File: src/hdl/quaternion_to_euler_angles_macros.svh
// assertion helpers for the quaternion to euler angle converter
`ifndef QUATERNION_TO_EULER_ANGLES_MACROS_SVH
`define QUATERNION_TO_EULER_ANGLES_MACROS_SVH
`ifndef ASSERT_OFF
`define QE_ASSERT_IMPLY(label, clk, rst_n, ante, cons, msg) \
    label: assert property (@(posedge clk) disable iff (!rst_n) (ante) |-> (cons)) \
        else $error(msg);
`define QE_ASSERT_NEXT(label, clk, rst_n, ante, cons, msg) \
    label: assert property (@(posedge clk) disable iff (!rst_n) (ante) |=> (cons)) \
        else $error(msg);
`else
`define QE_ASSERT_IMPLY(label, clk, rst_n, ante, cons, msg)
`define QE_ASSERT_NEXT(label, clk, rst_n, ante, cons, msg)
`endif
`endif

File: src/hdl/qte_pkg.sv
package qte_pkg;
    localparam int ANGLE_BITS    = 16;
    localparam int CORDIC_STAGES = 16;
    localparam int PROD_W        = 34;
    localparam int CW            = 56;
    localparam int SQ_W          = 61;
    localparam int ROOT_STAGES   = 31;

    typedef logic signed [15:0] t_q15;
    typedef logic signed [ANGLE_BITS-1:0] t_angle;
    typedef logic signed [CW-1:0] t_cval;

    typedef enum logic [2:0] {
        ORD_XYZ = 3'd0,
        ORD_XZY = 3'd1,
        ORD_YXZ = 3'd2,
        ORD_YZX = 3'd3,
        ORD_ZXY = 3'd4,
        ORD_ZYX = 3'd5
    } t_order;

    localparam logic [31:0] ATAN_TAB [32] = '{
        32'd536870912, 32'd316933406, 32'd167458907, 32'd85004756,
        32'd42667331, 32'd21354465, 32'd10679838, 32'd5340245, 32'd2670163,
        32'd1335087, 32'd667544, 32'd333772, 32'd166886, 32'd83443,
        32'd41722, 32'd20861, 32'd10430, 32'd5215, 32'd2608, 32'd1304,
        32'd652, 32'd326, 32'd163, 32'd81, 32'd41, 32'd20, 32'd10, 32'd5,
        32'd3, 32'd1, 32'd1, 32'd0
    };

    // table entry rounded half up to the accumulator unit
    function automatic t_angle atan_step(input int idx);
        logic [32:0] v;
        v = {1'b0, ATAN_TAB[idx]};
        if (ANGLE_BITS < 32) begin
            v = v + (33'd1 << (31 - ANGLE_BITS));
            v = v >> (32 - ANGLE_BITS);
        end
        return t_angle'(v);
    endfunction
endpackage

File: src/hdl/qte_isqrt.sv
// pipelined restoring square root of a 61-bit value, one result bit per stage
module qte_isqrt import qte_pkg::*; (
    input  logic            i_clk,
    input  logic            i_en,
    input  logic [SQ_W-1:0] i_val,
    output logic [30:0]     o_root
);
    logic [SQ_W:0] r_rem  [ROOT_STAGES+1];
    logic [30:0]   r_root [ROOT_STAGES+1];

    always_ff @(posedge i_clk) begin
        if (i_en) begin
            r_rem[0]  <= {1'b0, i_val};
            r_root[0] <= '0;
        end
    end

    for (genvar g = 0; g < ROOT_STAGES; g++) begin : g_bit
        localparam int B = ROOT_STAGES - 1 - g;
        logic [SQ_W+1:0] trial;
        assign trial = ({31'd0, r_root[g]} << (B + 1)) + ({(SQ_W+2)'(1)} << (2 * B));
        always_ff @(posedge i_clk) begin
            if (i_en) begin
                if ({1'b0, r_rem[g]} >= trial) begin
                    r_rem[g+1]  <= r_rem[g] - trial[SQ_W:0];
                    r_root[g+1] <= r_root[g] | (31'd1 << B);
                end else begin
                    r_rem[g+1]  <= r_rem[g];
                    r_root[g+1] <= r_root[g];
                end
            end
        end
    end

    assign o_root = r_root[ROOT_STAGES];
endmodule

File: config.mk
export PLATFORM = sky130hd
export DESIGN_NAME = qte_isqrt
export DESIGN_NICKNAME = d
export VERILOG_FILES = /design/src/hdl/quaternion_to_euler_angles_macros.svh /design/src/hdl/qte_pkg.sv /design/src/hdl/qte_isqrt.sv
export SDC_FILE = /design/constraint.sdc
export NUM_CORES = 2
export LEC_CHECK = 0
export BUFFER_PORTS_ARGS = -buffer_cell sky130_fd_sc_hd__buf_2
export CAP_MARGIN = 20
export CELL_PAD_IN_SITES_DETAIL_PLACEMENT = 1
export CELL_PAD_IN_SITES_GLOBAL_PLACEMENT = 2
export CORE_MARGIN = 3
export CORE_UTILIZATION = 49
export DETAILED_ROUTE_END_ITERATION = 10
export PLACE_DENSITY_LB_ADDON = 0.05
export SYNTH_ARGS = -nofsm -noshare
export SYNTH_HDL_FRONTEND = slang
export SYNTH_SLANG_ARGS = --single-unit
File: constraint.sdc
create_clock -name i_clk -period 10.6 [get_ports i_clk]
set_clock_uncertainty 0.1 [all_clocks]
set_input_delay 2.12 -clock i_clk [delete_from_list [all_inputs] [get_ports i_clk]]
set_output_delay 2.12 -clock i_clk [all_outputs]
set_load 0.01 [all_outputs]
Word level (Yosys, flattened, before mapping)

Memory sizes are Yosys's and may differ from the RTL's.
Cells that the tools add are included.
W data, S select, Z words.

Memory bits (writable): 2976
Bits in registers: 0
Output and inout port bits: 31
Word-level logic and storage cells: 407
Memories kept: 2

Bitwise operators: 62
Order comparisons: 31
Add/sub/neg operators: 62
Muxes and demuxes: 250

Memory list:

| memory | words | bits a word | read ports | clocked after Yosys merged registers in | wr ports | line           | source |
|---|---|---|---|---|---|---|---|
| r_rem  | 32    | 62          | 31         | 0                                       | 32       | qte_isqrt.sv:8 | `logic [SQ_W:0] r_rem [ROOT_STAGES+1];` |
| r_root | 32    | 31          | 32         | 0                                       | 32       | qte_isqrt.sv:9 | `logic [30:0] r_root [ROOT_STAGES+1];` |

Operator list:

| operator                 | count |
|---|---|
| $mux W62                 | 31 |
| $mux W31                 | 31 |
| $mux W1                  | 188 |
| $sub A62 B62 Y62         | 2 |
| $add A62 B61 Y63 const B | 1 |
| $ge A62 B63 Y1           | 1 |
| $add A61 B59 Y62 const B | 1 |
| $ge A62 B33 Y1           | 1 |
| $ge A62 B34 Y1           | 1 |
| $ge A62 B35 Y1           | 1 |
| $ge A62 B36 Y1           | 1 |
| $ge A62 B37 Y1           | 1 |
| $ge A62 B38 Y1           | 1 |
| $ge A62 B39 Y1           | 1 |
| $ge A62 B40 Y1           | 1 |
| $ge A62 B41 Y1           | 1 |
| $ge A62 B42 Y1           | 1 |
| $ge A62 B43 Y1           | 1 |
| $ge A62 B44 Y1           | 1 |
| $ge A62 B45 Y1           | 1 |
| $ge A62 B46 Y1           | 1 |
| $ge A62 B47 Y1           | 1 |
| $ge A62 B48 Y1           | 1 |
| $ge A62 B49 Y1           | 1 |
| other kinds (72)         | 133 |

Longest topological paths before layout

An unclocked memory read counts as a cell.

Word-level depth: 7
Depth in mapped cells: 14
Gate-level depth less buffers: 12

Worst setup path before layout

OpenSTA, ideal clock, no wires.

Kind: in2reg
Start: input i_en
End: memory r_rem[1][558] (netlist bit), enable pin
Arrival: 5.563 ns
Stages: 5
Buffers on the path: 5
Path slack: 4.461 ns
Setup time: 0.476 ns
Cells stage by stage: clkbuf_1 -> clkbuf_1 -> clkbuf_1 -> clkbuf_1 -> clkbuf_1

RTL lines:

| what               | line           | source |
|---|---|---|
| start: declaration | qte_isqrt.sv:4 | `input logic i_en,` |
| end: declaration   | qte_isqrt.sv:8 |  |

==> results.sh <==
export IMPL_synth_top_flop_cell="edfxtp_1"
export IMPL_clk_pin_slew_worst_paths_ps=60
export IMPL_cts_resized=0
export IMPL_setup_viol=0
export IMPL_syn_area_per_cell_um2=12.4
export IMPL_holdWs_ps=284
export IMPL_cts_htree_levels=5
export IMPL_drt_iter0_drc=6399
export IMPL_status="complete, no violations"
export IMPL_nNetsFinal=10200
export IMPL_synthArstFlopShare=0
export IMPL_worstPathRequired_ps=11140
export IMPL_drt_wl_total_um=326000
export IMPL_hpwl_um=247000
export IMPL_rsz0062_at_grt="no"
export IMPL_ff_latch_area_mm2=0.0726
export IMPL_synth_cells=9375
export IMPL_io_pins=94
export IMPL_die_area_mm2=0.244
export IMPL_p_leak_nw=47.7
export IMPL_cts_buffer_depth=4
export IMPL_area_growth_pct=11.1
export IMPL_worstSetupPathType="input pin to flop"
export IMPL_vias=76700
export IMPL_root_buffer="clkbuf_16"
export IMPL_layout_commonest_cell="edfxtp_1"
export IMPL_hold_viol=0
export IMPL_design_core_area_mm2=0.236
export IMPL_drive_gt1_frac=0.0715
export IMPL_synth_seq_cells=2417
export IMPL_start_util=0.494
export IMPL_grt_usage=0.263
export IMPL_hold_class="flop to flop"
export IMPL_cp_max_fo=86
export IMPL_grt_pass1_wl_um=492000
export IMPL_tightest_slew_ps=1080
export IMPL_grt_antenna_before_repair=11
export IMPL_grt_pass1_vias=78400
export IMPL_cts_tree="done"
export IMPL_die_x_um=494
export IMPL_yosysSeqAreaShare=0.623
export IMPL_wl_per_cell_um=25.2
export IMPL_clk_insertion_delay_late_ps=960
export IMPL_syn_area_mm2=0.116
export IMPL_post_route_min_period_ps=5370
export IMPL_std_cell_rows=178
export IMPL_post_cts_buffers=0
export IMPL_drtAntennaViolNets=0
export IMPL_drc=0
export IMPL_cp_arrival_ps=5900
export IMPL_startpoint_type="input pin"
export IMPL_gp_congestion=0.904
export IMPL_fin_crit_sh=0.506
export IMPL_multi_input_area_mm2=0.0406
export IMPL_synthDistinctLibCells=96
export IMPL_vias_per_cell=5.93
export IMPL_grt_overflow=0
export IMPL_yosys_warnings=0
export IMPL_die_h_um=494
export IMPL_tns_ps=0
export IMPL_cts_made_buffers=282
export IMPL_slew_viol_final=0
export IMPL_final_cell_mix="edfxtp_1 (2417), nand2_1 (738), inv_1 (638)"
export IMPL_dr_pass1_iters=6
export IMPL_synth_edf_count=2417
export IMPL_drv_cap=0
export IMPL_p_per_area_mw_per_mm2=219
export IMPL_grt_max_degree=165
export IMPL_crit_path_end_kind="flop"
export IMPL_fillCellCount=23700
export IMPL_max_vdd_ir_drop_uv=162
export IMPL_clock_sinks=2417
export IMPL_relSlewSlack=0.272
export IMPL_portBuffers=93
export IMPL_syn_nets=9961
export IMPL_cts_hold_buffers_added=0
export IMPL_fmax_mhz=186
-- path summary, 6_finish.rpt --
kind              cells after the start       endpoint  slack [ps]           start
setup / recovery                     10  r_rem[1][545]        5230            i_en
hold / removal                        0  r_rem[0][111]         280    r_rem[0][49]
setup reg to reg                     11  r_rem[1][675]        5690  r_root[1][295]
hold reg to reg                       0  r_rem[0][111]         280    r_rem[0][49]
-- where the power goes --
| group | internal (mW) | leakage (nW) | total [mW] | switching [mW] |
|---|---|---|---|---|
| registers | 12.1 | 23.3 | 13.2 | 1.16 |
| clock network | 5.50 | 4.23 | 9.31 | 3.81 |
| logic | 2.24 | 20.2 | 5.79 | 3.55 |
| total | 19.8 | 47.7 | 28.3 | 8.51 |
-- routing by layer --
layer	global-route usage	vias up	part of all wire
met1	0.376	38800	0.45
li1	-	35600	-
met4	0.0598	2	0.022
met2	0.434	1848	0.48
met3	0.0296	438	0.046
met5	0	-	0.000021
-- synth_stat cells, types with 21 or more instances --
library cell | instances | area share
a211oi_1 | 42 | 0.0027
o211ai_1 | 37 | 0.0024
or3_1 | 80 | 0.0043
edfxtp_1 | 2417 | 0.62
nor2_1 | 510 | 0.016
o21ai_0 | 576 | 0.025
nand2_1 | 738 | 0.024
nor4_1 | 339 | 0.018
mux2_2 | 40 | 0.0039
o31ai_1 | 36 | 0.0023
and3_1 | 57 | 0.0031
nand2b_1 | 114 | 0.0061
ha_1 | 523 | 0.056
a21o_1 | 196 | 0.013
nand3_1 | 190 | 0.0082
a21oi_1 | 453 | 0.019
inv_1 | 638 | 0.021
nor2b_1 | 67 | 0.0036
clkbuf_1 | 206 | 0.0066
nand4_1 | 152 | 0.0082
xor2_1 | 385 | 0.029
and4_1 | 22 | 0.0017
o21a_1 | 82 | 0.0053
o21bai_1 | 51 | 0.0033
a31oi_1 | 51 | 0.0027
or4_1 | 74 | 0.0048
nand3b_1 | 29 | 0.0019
nor3_1 | 282 | 0.012
nand4b_1 | 37 | 0.0028
or2_2 | 51 | 0.0027
nor3b_1 | 21 | 0.0014
xnor2_1 | 450 | 0.034
and2_1 | 45 | 0.0024
nor4b_1 | 53 | 0.0040
-- kinds of logic (layout without fill, tap and decap cells) --
group / Yosys count / after routing / synth area share
and+or+nand+nor: 2921 / 2921 / 0.131
DFF: 2417 / 2417 / 0.623
AOI/OAI and AO/OA: 1759 / 1759 / 0.0935
other: 0 / 4 / 0
adders and majority gates: 523 / 523 / 0.0562
muxes: 50 / 50 / 0.00473
buffers and inverters: 870 / 1287 / 0.0283
xor gates and xnor gates: 835 / 835 / 0.0628
-- final cells by class --
cell class / count / area share
Clock inverter: 147 / 0.0107
Clock buffer: 329 / 0.0565
Timing Repair Buffer: 172 / 0.00891
Sequential cell: 2417 / 0.561
Tap cell: 3150 / 0.0305
Antenna cell: 4 / 0.0000773
Inverter: 639 / 0.0185
Multi-Input combinational cell: 6088 / 0.314
-- registers in the layout, indices dropped and copies added, names as in the netlist --
name / count
r_rem: 1921
r_root: 496
-- critical path: stages --
cell and delay (ps):
buf_12 380, buf_4 800, buf_4 770, nor3b_1 340, o211a_1 240, o22ai_1 90
a21oi_1 370, nor2_1 270, nand3_1 190, xnor2_1 80
-- through the flow --
step	setup WS, ps	std cells	utilization	power [mW]	cell area [um2]
finish	5230	12900	0.549	28.3	129000
global route	4870	12900	0.549	29.7	129000
CTS	5330	12900	0.548	28.5	129000
detailed placement	4350	12500	0.512	19.1	121000
global placement	4490	12500	0.511	19.0	121000
floorplan	4460	9375	-	17.0	116000
No activity file was read; power rests on OpenSTA's default activity.
